--- config.mk ---
export PLATFORM = sky130hd
export DESIGN_NAME = calendar_clock_counter_core
export DESIGN_NICKNAME = d
export VERILOG_FILES = /design/src/ccc_pkg.sv /design/src/calendar_clock_counter_core.sv /design/src/ccc_update.sv
export SDC_FILE = /design/constraint.sdc
export NUM_CORES = 1
export LEC_CHECK = 0
export CAP_MARGIN = 20
export CELL_PAD_IN_SITES_DETAIL_PLACEMENT = 1
export CELL_PAD_IN_SITES_GLOBAL_PLACEMENT = 2
export CORE_MARGIN = 1.5
export CORE_UTILIZATION = 35
export CTS_CLUSTER_DIAMETER = 50
export CTS_CLUSTER_SIZE = 8
export DETAILED_ROUTE_END_ITERATION = 8
export DONT_BUFFER_PORTS = 1
export HOLD_SLACK_MARGIN = 0.06
export PLACE_DENSITY_LB_ADDON = 0.1
export SLEW_MARGIN = 20
export SYNTH_ARGS = -nofsm -noshare
export SYNTH_HDL_FRONTEND = slang
export SYNTH_SLANG_ARGS = --single-unit
export TNS_END_PERCENT = 100
--- constraint.sdc ---
create_clock -name clk -period 5.6 [get_ports clk]
set_clock_uncertainty 0.05 [all_clocks]
set_input_delay 1.12 -clock clk [delete_from_list [all_inputs] [get_ports clk]]
set_output_delay 1.12 -clock clk [all_outputs]
set_load 0.1 [all_outputs]
--- src/ccc_pkg.sv ---
// ---------------------------------------------------------------------------
// Calendar clock counter package
// Field widths, codes, reset values and the month length table.
// ---------------------------------------------------------------------------
package ccc_pkg;

    localparam int SEC_W   = 6;
    localparam int MIN_W   = 6;
    localparam int HOUR_W  = 5;
    localparam int DAY_W   = 5;
    localparam int WDAY_W  = 3;
    localparam int MONTH_W = 4;
    localparam int VAL_W   = 12;

    localparam int YEAR_BITS_DEF = 12;
    localparam int YEAR_BITS_MAX = 16;
    localparam int YEAR_RESET    = 2014;

    localparam int SECS_PER_MIN   = 60;
    localparam int MINS_PER_HOUR  = 60;
    localparam int HOURS_PER_DAY  = 24;
    localparam int MONTHS_PER_YR  = 12;

    localparam logic [MONTH_W-1:0] MONTH_FEB = 4'd2;
    localparam logic [MONTH_W-1:0] MONTH_APR = 4'd4;
    localparam logic [MONTH_W-1:0] MONTH_JUN = 4'd6;
    localparam logic [MONTH_W-1:0] MONTH_SEP = 4'd9;
    localparam logic [MONTH_W-1:0] MONTH_NOV = 4'd11;

    typedef enum logic {
        CMD_TICK  = 1'b0,
        CMD_WRITE = 1'b1
    } cmd_t;

    typedef enum logic [2:0] {
        FIELD_SEC   = 3'd0,
        FIELD_MIN   = 3'd1,
        FIELD_HOUR  = 3'd2,
        FIELD_DAY   = 3'd3,
        FIELD_WDAY  = 3'd4,
        FIELD_MONTH = 3'd5,
        FIELD_YEAR  = 3'd6
    } field_sel_t;

    typedef struct packed {
        logic [SEC_W-1:0]   sec;
        logic [MIN_W-1:0]   min;
        logic [HOUR_W-1:0]  hour;
        logic [DAY_W-1:0]   day;
        logic [WDAY_W-1:0]  wday;
        logic [MONTH_W-1:0] month;
    } clock_state_t;

    typedef struct packed {
        logic time_chg;
        logic date_chg;
    } chg_flags_t;

    localparam clock_state_t CLOCK_RESET = '{
        sec:   6'd0,
        min:   6'd25,
        hour:  5'd12,
        day:   5'd17,
        wday:  3'd0,
        month: 4'd12
    };

    function automatic logic [DAY_W-1:0] month_length(input logic [MONTH_W-1:0] month,
                                                      input logic leap);
        logic [DAY_W-1:0] len;
        if (month == MONTH_APR || month == MONTH_JUN ||
            month == MONTH_SEP || month == MONTH_NOV)
        begin
            len = 5'd30;
        end
        else if (month == MONTH_FEB)
        begin
            len = leap ? 5'd29 : 5'd28;
        end
        else
        begin
            len = 5'd31;
        end
        return len;
    endfunction

endpackage

--- src/calendar_clock_counter_core.sv ---
// ---------------------------------------------------------------------------
// Calendar clock counter core
// Seconds-to-years clock/calendar driven by tick and field-write requests.
// ---------------------------------------------------------------------------
// Input channel (in_valid / in_stall): each request is a one-second tick
// (command = tick) or a write of one field chosen by field_select.
// Output channel (out_valid / out_stall): one result per request, carrying
// the full time/date after that request plus time_changed and date_changed.
// Pipeline: input register, then the state/result register. Throughput:
// one request per cycle unless out_stall holds a result; the update logic
// between the two registers is a single short carry chain.
// Reset: both stages empty, time 12:25:00, day 17, month 12, year 2014,
// weekday 0.
// Stall: while out_stall holds a result, the result and the clock state stay
// put; one more request can wait in the input register, after which
// in_stall rises. in_stall is never high while the output register is empty.
// ---------------------------------------------------------------------------
module calendar_clock_counter_core
    import ccc_pkg::*;
#(
    parameter int YEAR_BITS = YEAR_BITS_DEF
)
(
    input  logic                 clk,
    input  logic                 rst_n,
    input  logic                 in_valid,
    output logic                 in_stall,
    input  logic                 command,
    input  logic [2:0]           field_select,
    input  logic [VAL_W-1:0]     set_value,
    output logic                 out_valid,
    input  logic                 out_stall,
    output logic [SEC_W-1:0]     seconds_now,
    output logic [MIN_W-1:0]     minutes_now,
    output logic [HOUR_W-1:0]    hours_now,
    output logic [DAY_W-1:0]     day_now,
    output logic [WDAY_W-1:0]    weekday_now,
    output logic [MONTH_W-1:0]   month_now,
    output logic [YEAR_BITS-1:0] year_now,
    output logic                 time_changed,
    output logic                 date_changed
);

    logic                 in_valid_reg;
    logic                 cmd_reg;
    logic [2:0]           sel_reg;
    logic [VAL_W-1:0]     val_reg;
    logic                 out_valid_reg;
    clock_state_t         state_reg;
    clock_state_t         state_next;
    logic [YEAR_BITS-1:0] year_reg;
    logic [YEAR_BITS-1:0] year_next;
    chg_flags_t           flags_reg;
    chg_flags_t           flags_next;
    logic                 advance;
    logic                 move;
    logic                 in_take;

    assign advance  = !out_valid_reg || !out_stall;
    assign move     = in_valid_reg && advance;
    assign in_stall = in_valid_reg && !advance;
    assign in_take  = in_valid && !in_stall;

    ccc_update #(
        .YEAR_BITS (YEAR_BITS)
    ) u_update (
        .cmd      (cmd_reg),
        .sel      (sel_reg),
        .val      (val_reg),
        .cur      (state_reg),
        .year_cur (year_reg),
        .nxt      (state_next),
        .year_nxt (year_next),
        .flags    (flags_next)
    );

    always_ff @(posedge clk or negedge rst_n)
    begin
        if (!rst_n)
        begin
            in_valid_reg  <= 1'b0;
            out_valid_reg <= 1'b0;
            state_reg     <= CLOCK_RESET;
            year_reg      <= YEAR_BITS'(YEAR_RESET);
        end
        else
        begin
            if (!in_stall)
            begin
                in_valid_reg <= in_valid;
            end
            if (advance)
            begin
                out_valid_reg <= in_valid_reg;
            end
            if (move)
            begin
                state_reg <= state_next;
                year_reg  <= year_next;
            end
        end
    end

    always_ff @(posedge clk)
    begin
        if (in_take)
        begin
            cmd_reg <= command;
            sel_reg <= field_select;
            val_reg <= set_value;
        end
        if (move)
        begin
            flags_reg <= flags_next;
        end
    end

    assign out_valid    = out_valid_reg;
    assign seconds_now  = state_reg.sec;
    assign minutes_now  = state_reg.min;
    assign hours_now    = state_reg.hour;
    assign day_now      = state_reg.day;
    assign weekday_now  = state_reg.wday;
    assign month_now    = state_reg.month;
    assign year_now     = year_reg;
    assign time_changed = flags_reg.time_chg;
    assign date_changed = flags_reg.date_chg;

endmodule

--- src/ccc_update.sv ---
// ---------------------------------------------------------------------------
// Calendar clock counter update logic
// Next clock/calendar state and change flags for one request.
// ---------------------------------------------------------------------------
module ccc_update
    import ccc_pkg::*;
#(
    parameter int YEAR_BITS = YEAR_BITS_DEF
)
(
    input  logic                 cmd,
    input  logic [2:0]           sel,
    input  logic [VAL_W-1:0]     val,
    input  clock_state_t         cur,
    input  logic [YEAR_BITS-1:0] year_cur,
    output clock_state_t         nxt,
    output logic [YEAR_BITS-1:0] year_nxt,
    output chg_flags_t           flags
);

    logic [YEAR_BITS_MAX-1:0] val_wide;
    logic [YEAR_BITS-1:0]     year_val;

    assign val_wide = {{(YEAR_BITS_MAX-VAL_W){1'b0}}, val};
    assign year_val = val_wide[YEAR_BITS-1:0];

    always_comb
    begin
        logic [SEC_W:0]   s;
        logic [MIN_W:0]   m;
        logic [HOUR_W:0]  h;
        logic [DAY_W:0]   d;
        logic [MONTH_W:0] mo;
        logic             leap;

        nxt      = cur;
        year_nxt = year_cur;
        flags    = '0;
        s        = {1'b0, cur.sec} + (SEC_W+1)'(1);
        m        = {1'b0, cur.min};
        h        = {1'b0, cur.hour};
        d        = {1'b0, cur.day};
        mo       = {1'b0, cur.month};
        leap     = (year_cur[1:0] == 2'b00);

        if (cmd == CMD_TICK)
        begin
            flags.time_chg = 1'b1;
            if (s >= (SEC_W+1)'(SECS_PER_MIN))
            begin
                s = '0;
                m = m + (MIN_W+1)'(1);
            end
            if (m >= (MIN_W+1)'(MINS_PER_HOUR))
            begin
                m = '0;
                h = h + (HOUR_W+1)'(1);
            end
            if (h >= (HOUR_W+1)'(HOURS_PER_DAY))
            begin
                h = '0;
                d = d + (DAY_W+1)'(1);
                flags.date_chg = 1'b1;
            end
            if (d > {1'b0, month_length(cur.month, leap)})
            begin
                d  = (DAY_W+1)'(1);
                mo = mo + (MONTH_W+1)'(1);
                flags.date_chg = 1'b1;
            end
            if (mo > (MONTH_W+1)'(MONTHS_PER_YR))
            begin
                mo       = (MONTH_W+1)'(1);
                year_nxt = year_cur + YEAR_BITS'(1);
                flags.date_chg = 1'b1;
            end
            nxt.sec   = s[SEC_W-1:0];
            nxt.min   = m[MIN_W-1:0];
            nxt.hour  = h[HOUR_W-1:0];
            nxt.day   = d[DAY_W-1:0];
            nxt.month = mo[MONTH_W-1:0];
        end
        else
        begin
            unique case (sel)
                FIELD_SEC:
                begin
                    nxt.sec        = val[SEC_W-1:0];
                    flags.time_chg = (val[SEC_W-1:0] != cur.sec);
                end
                FIELD_MIN:
                begin
                    nxt.min        = val[MIN_W-1:0];
                    flags.time_chg = (val[MIN_W-1:0] != cur.min);
                end
                FIELD_HOUR:
                begin
                    nxt.hour       = val[HOUR_W-1:0];
                    flags.time_chg = (val[HOUR_W-1:0] != cur.hour);
                end
                FIELD_DAY:
                begin
                    nxt.day        = val[DAY_W-1:0];
                    flags.date_chg = (val[DAY_W-1:0] != cur.day);
                end
                FIELD_WDAY:
                begin
                    nxt.wday       = val[WDAY_W-1:0];
                    flags.date_chg = (val[WDAY_W-1:0] != cur.wday);
                end
                FIELD_MONTH:
                begin
                    nxt.month      = val[MONTH_W-1:0];
                    flags.date_chg = (val[MONTH_W-1:0] != cur.month);
                end
                FIELD_YEAR:
                begin
                    year_nxt       = year_val;
                    flags.date_chg = (year_val != year_cur);
                end
                default:
                begin
                    // unused select: write ignored
                    flags = '0;
                end
            endcase
        end
    end

endmodule

==> impl_metrics.ini, run 1 <==
[outcome]
status = finished clean

[sta]
relSlewSlack_pct = 26.6
fmax_ghz = 0.203
period_minus_slack_ns = 4.93
finalSetupViolations = 0
drv_slew = 0
setup-tns-final_ns = 0
fin_crit_sh_pct = 88.1
finalHoldViolCount = 0
grt_setup_unrepaired = no
tightest_slew_ns = 1.10

[route]
drtIter0Drc = 140
vias_per_cell = 5.76
firstDrtPassIters = 5
drcViolationCount = 0
drtAntennaViolNets = 0
drt_wl_total_um = 14100
via_count = 3886
detail_route.wl_per_cell_um = 20.9

[power]
powerDensity_nw_per_um2 = 545
vdd_drop_max_uv = 224
power.leakage_nw = 2.04

[run]
drv_cap = 0

[grt]
overflow = 0
grt_pass1_vias = 3953
antenna_found_initial = 0
grt.total_usage_pct = 22.1
grt_pass1_wl_um = 22700
grt_max_degree = 50

[logic_synthesis]
ys_types = 83
synth.avg_cell_area_um2 = 9.22
synthTopCellsByArea = dfrtp_1 (14%), edfxtp_1 (12%), dfstp_2 (10%)
synth_ff_type = dfrtp_1
yosys.area.top_type = dfrtp_1
syn-instance-count = 491
synth_top_area_share_pct = 13.8
synth_seq_area_share_pct = 36.2
yosys_warnings = 0
synth_fp_nets = 523
synth_area_um2 = 4530
async_reset_ff_share_pct = 70.5
yosys-top-cells-count = nand2_1 (59), nor2_1 (29), dfrtp_1 (25), o21ai_0 (25), xor2_1 (25)
synth_seq_cells = 61
synth_edf_count = 18
yosysMostFrequentCell = nand2_1

[die]
start_util_pct = 35.9
io_pins = 65
dieArea_um2 = 13600
die_h_um = 117
core-area_um2 = 12600
die-width_um = 117
rows = 41

[placed_design]
dp_hpwl_um = 10000
gp_congestion = 0.798
placed_cell_area_um2 = 4790
io_buffer_count = 0

[clocking]
cts_buffers = 9
htree_levels = 3
cts.clk_slew.worst_paths_ns = 0.06
cts_num_sinks = 61
cts_root_buf = clkbuf_16
clk_path_buf_depth = 2
cts_hold_buf = 0
cts_resized = 0
tritoncts = done
clk_latency_ns = 0.34
cts_setup_buffers = 0

[hold_path]
hp-class = input port to async pin

[finish]
diodes = 0
drive_gt1_share_pct = 16.7
nets = 530
area_growth_pct = 12.2
design_area_um2 = 5080

[setup_path]
critPathRequiredTime_ns = 5.79
end_kind = flop
arrival_ns = 5.12
crit_fanout = 16
cp-start-kind = flop
path_class = flop to flop
[worst max-delay path: stages (launching register included)]
cell	delay [ns]
dfrtp_1	0.40
buf_4	0.34
nand3_1	0.19
nor2_1	0.25
o221ai_1	0.23
a32oi_4	0.38
nor3_2	0.11
o21ai_1	0.44
nand2_1	0.11
nand2_1	0.11
ha_1	0.24
nand2_1	0.09
o2111ai_1	0.17
o32ai_4	0.37
a21oi_4	0.19
a211oi_4	0.68
and2_1	0.34
a31oi_1	0.11
[where the power goes]
group	total (mW)	internal, mW	leakage [nW]	switching [mW]
logic	1.09	0.339	1.24	0.752
clock network	0.552	0.342	0.131	0.210
registers	1.12	0.595	0.665	0.528
total	2.77	1.28	2.04	1.49
[final timing paths]
check                                            from                       end  slack, ns  cells past startpoint
max reg2reg                seconds_now[2]$_DFFE_PN0P_   year_now[1]$_DFFE_PN1P_       0.67                     17
min                                             rst_n    day_now[2]$_DFFE_PN0P_       0.42                      0
min reg2reg                  in_valid_reg$_DFFE_PN0N_     out_valid$_DFFE_PN0N_       0.46                      1
max in group asynchronous                       rst_n  year_now[10]$_DFFE_PN1P_       4.88                      0
min in group clk             in_valid_reg$_DFFE_PN0N_     out_valid$_DFFE_PN0N_       0.46                      1
max                        seconds_now[2]$_DFFE_PN0P_   year_now[1]$_DFFE_PN1P_       0.67                     17
[layer usage]
layer / vias to the layer above / GRT usage (%) / share of wire, %
met5: - / 0 / 0
met4: 0 / 6.10 / 1.5
met3: 16 / 5.03 / 3.8
met2: 74 / 36.2 / 49
met1: 1952 / 29.5 / 46
li1: 1844 / - / -
[placed cells by master (no fill, tap or decap), drive strengths merged, types with 18 or more instances in the layout]
cell / n
a21oi: 20
a22o: 19
buf: 24
dfrtp: 25
dfstp: 18
edfxtp: 18
nand2: 60
nand3: 23
nor2: 29
o21ai: 27
xor2: 26
[cell type report]
cell class                      count  area (um2)
Tap cell                          172         215
Fill cell                        1480        7540
Inverter                           15        56.3
Timing Repair Buffer               24         180
Multi-Input combinational cell    387        2700
Clock inverter                      5        52.6
Clock buffer                       11         233
Sequential cell                    61        1640
[through the flow]
stage / instances / setup WS [ns] / hold slack, ns / power [mW] / utilization (%)
floorplan: 491 / 0.893 / 0.407 / 1.96 / -
global placement: 659 / 0.843 / 0.433 / 2.21 / 38.0
detailed placement: 659 / 0.692 / 0.456 / 2.22 / 38.0
CTS: 675 / 0.669 / 0.408 / 2.79 / 40.3
global route: 675 / 0.208 / 0.406 / 2.92 / 40.3
finish: 675 / 0.668 / 0.417 / 2.77 / 40.3
[kinds of logic after synthesis]
kind of cell | Yosys count | share of synthesized area, %
buffers and inverters | 43 | 4.12
AOI/OAI and AO/OA | 144 | 25.4
xor gates and xnor gates | 38 | 7.51
adders and majority gates | 12 | 3.31
and+or+nand+nor | 179 | 20.0
muxes | 14 | 3.40
DFF | 61 | 36.2
Note: power is estimated with default switching activity, not from simulation.
==> run 2: changes to the inputs <==
--- a/config.mk
+++ b/config.mk
@@ -5,11 +5,10 @@
 export SDC_FILE = /design/constraint.sdc
 export NUM_CORES = 1
 export LEC_CHECK = 0
-export CAP_MARGIN = 20
 export CELL_PAD_IN_SITES_DETAIL_PLACEMENT = 1
 export CELL_PAD_IN_SITES_GLOBAL_PLACEMENT = 2
 export CORE_MARGIN = 1.5
-export CORE_UTILIZATION = 35
+export CORE_UTILIZATION = 25
 export CTS_CLUSTER_DIAMETER = 50
 export CTS_CLUSTER_SIZE = 8
 export DETAILED_ROUTE_END_ITERATION = 8
==> impl_metrics.ini, run 2 (same netlist as run 1, synthesis figures left out) <==
[hold_path]
hp-class = input port to async pin

[setup_path]
cp-start-kind = flop
crit_fanout = 13
critPathRequiredTime_ns = 5.78
cp_common_cell = nand2_1
arrival_ns = 5.12
crit_path_max_incr_delay_ns = 0.47
r2r_start = seconds_now[0]$_DFFE_PN0P_
path_class = flop to flop
end_kind = flop
r2r_end = year_now[5]$_DFFE_PN0P_
crit_slowest_cell = a211oi_4
crit_chain = buf_4 > nand3b_1 > a21oi_2 > o221a_2 > a22oi_4 > o22ai_4 > nand2_1 > o21ai_1 > nand2_1 > nand2_1 > ha_1 > nor2b_1 > o2111ai_1 > o32ai_4 > a21oi_4 > a211oi_4 > buf_4 > a41oi_1 > o21a_1
r2r_slack_ns = 0.65
reg2reg_depth = 19

[sta]
fin_crit_sh_pct = 88.3
finalHoldViolCount = 0
period_minus_slack_ns = 4.95
setup-tns-final_ns = 0
drv_slew = 0
grt_setup_unrepaired = no
finalSetupViolations = 0
fmax_ghz = 0.202
relSlewSlack_pct = 25.6
tightest_slew_ns = 1.12

[finish]
layout_common_cells = nand2_1 (59), nor2_1 (29)
final_common_cell = nand2_1
nets = 531
drive_gt1_share_pct = 17.5
diodes = 0
area_growth_pct = 14.6

[clocking]
cts_setup_buffers = 0
cts_buffers = 9
tritoncts = done
cts_root_buf = clkbuf_16
cts_resized = 0
cts.clk_slew.worst_paths_ns = 0.06
htree_levels = 3
cts_hold_buf = 0
cts_num_sinks = 61
clk_path_buf_depth = 2
clk_latency_ns = 0.34

[die]
dieArea_um2 = 18900
core-area_um2 = 17800
io_pins = 65
die-width_um = 138
start_util_pct = 25.4
die_h_um = 138
rows = 49

[grt]
overflow = 0
grt_pass1_vias = 4118
grt.total_usage_pct = 18.2
grt_pass1_wl_um = 25400
antenna_found_initial = 0
grt_max_degree = 50

[route]
drt_wl_total_um = 16300
drcViolationCount = 0
drtIter0Drc = 183
drtAntennaViolNets = 0
detail_route.wl_per_cell_um = 22.2
via_count = 3898
firstDrtPassIters = 4
vias_per_cell = 5.32

[power]
power_mw = 2.86
powerDensity_nw_per_um2 = 550
vdd_drop_max_uv = 194
power.leakage_nw = 2.07

[placed_design]
dp_hpwl_um = 11700
gp_congestion = 0.740
io_buffer_count = 0

[run]
drv_cap = 0

[outcome]
status = finished clean
==> run 2: cell types whose count changed in the layout (fill, tap and decap cells not counted), sizes merged <==
cell,previous run,this run
clkbuf,11,10
clkinv,3,5
bufinv,1,2
clkinvlp,2,0
buf,24,25
==> run 2: cell type report <==
cell class / instances / area, um2
Clock inverter: 6 / 87.6
Fill cell: 2055 / 12700
Tap cell: 229 / 287
Sequential cell: 61 / 1640
Clock buffer: 10 / 229
Inverter: 15 / 56.3
Multi-Input combinational cell: 387 / 2700
Timing Repair Buffer: 25 / 188
==> run 2: worst max-delay path by stage <==
stage                                from                        to
2_1_floorplan  seconds_now[0]$_DFFE_PN0P_  month_now[3]$_DFFE_PN1P_
3_3_place_gp   seconds_now[0]$_DFFE_PN0P_   year_now[5]$_DFFE_PN0P_
3_5_place_dp   seconds_now[0]$_DFFE_PN0P_   year_now[5]$_DFFE_PN0P_
4_1_cts        seconds_now[0]$_DFFE_PN0P_   year_now[5]$_DFFE_PN0P_
5_1_grt        seconds_now[0]$_DFFE_PN0P_   year_now[5]$_DFFE_PN0P_
6_report       seconds_now[0]$_DFFE_PN0P_   year_now[5]$_DFFE_PN0P_
==> run 2: stage by stage <==
stage,instance area [um2],worst slack (ns),utilization (%),hold slack [ns],instances
6_report,5190,0.654,29.1,0.422,733
5_1_grt,5190,0.286,29.1,0.404,733
4_1_cts,5190,0.647,29.1,0.408,733
3_3_place_gp,4870,0.889,27.3,0.429,717
2_1_floorplan,4530,0.893,-,0.407,491
3_5_place_dp,4870,0.712,27.3,0.431,717
==> run 2: layer usage <==
metal / track usage, % / routed length [um] / up-vias
li1: - / - / 1852
met1: 24.1 / 7690 / 1969
met2: 30.3 / 7840 / 70
met3: 4.01 / 612 / 7
met4: 3.86 / 116 / 0
met5: 0 / 0 / -
==> run 2: critical path: cells and delay by family (launching register included) <==
| kind | cells | cell delay [ns] |
|---|---|---|
| AND/OR/NAND/NOR | 5 | 0.66 |
| adder cells (fa/ha/maj) | 1 | 0.17 |
| buffers and inverters | 2 | 0.61 |
| AO/OA/AOI/OAI | 11 | 2.87 |
| flip-flops | 1 | 0.45 |
==> run 2: power breakdown <==
| part | switching (mW) | internal (mW) |
|---|---|---|
| clock network | 0.223 | 0.390 |
| registers | 0.527 | 0.594 |
| logic | 0.780 | 0.342 |
| total | 1.53 | 1.33 |
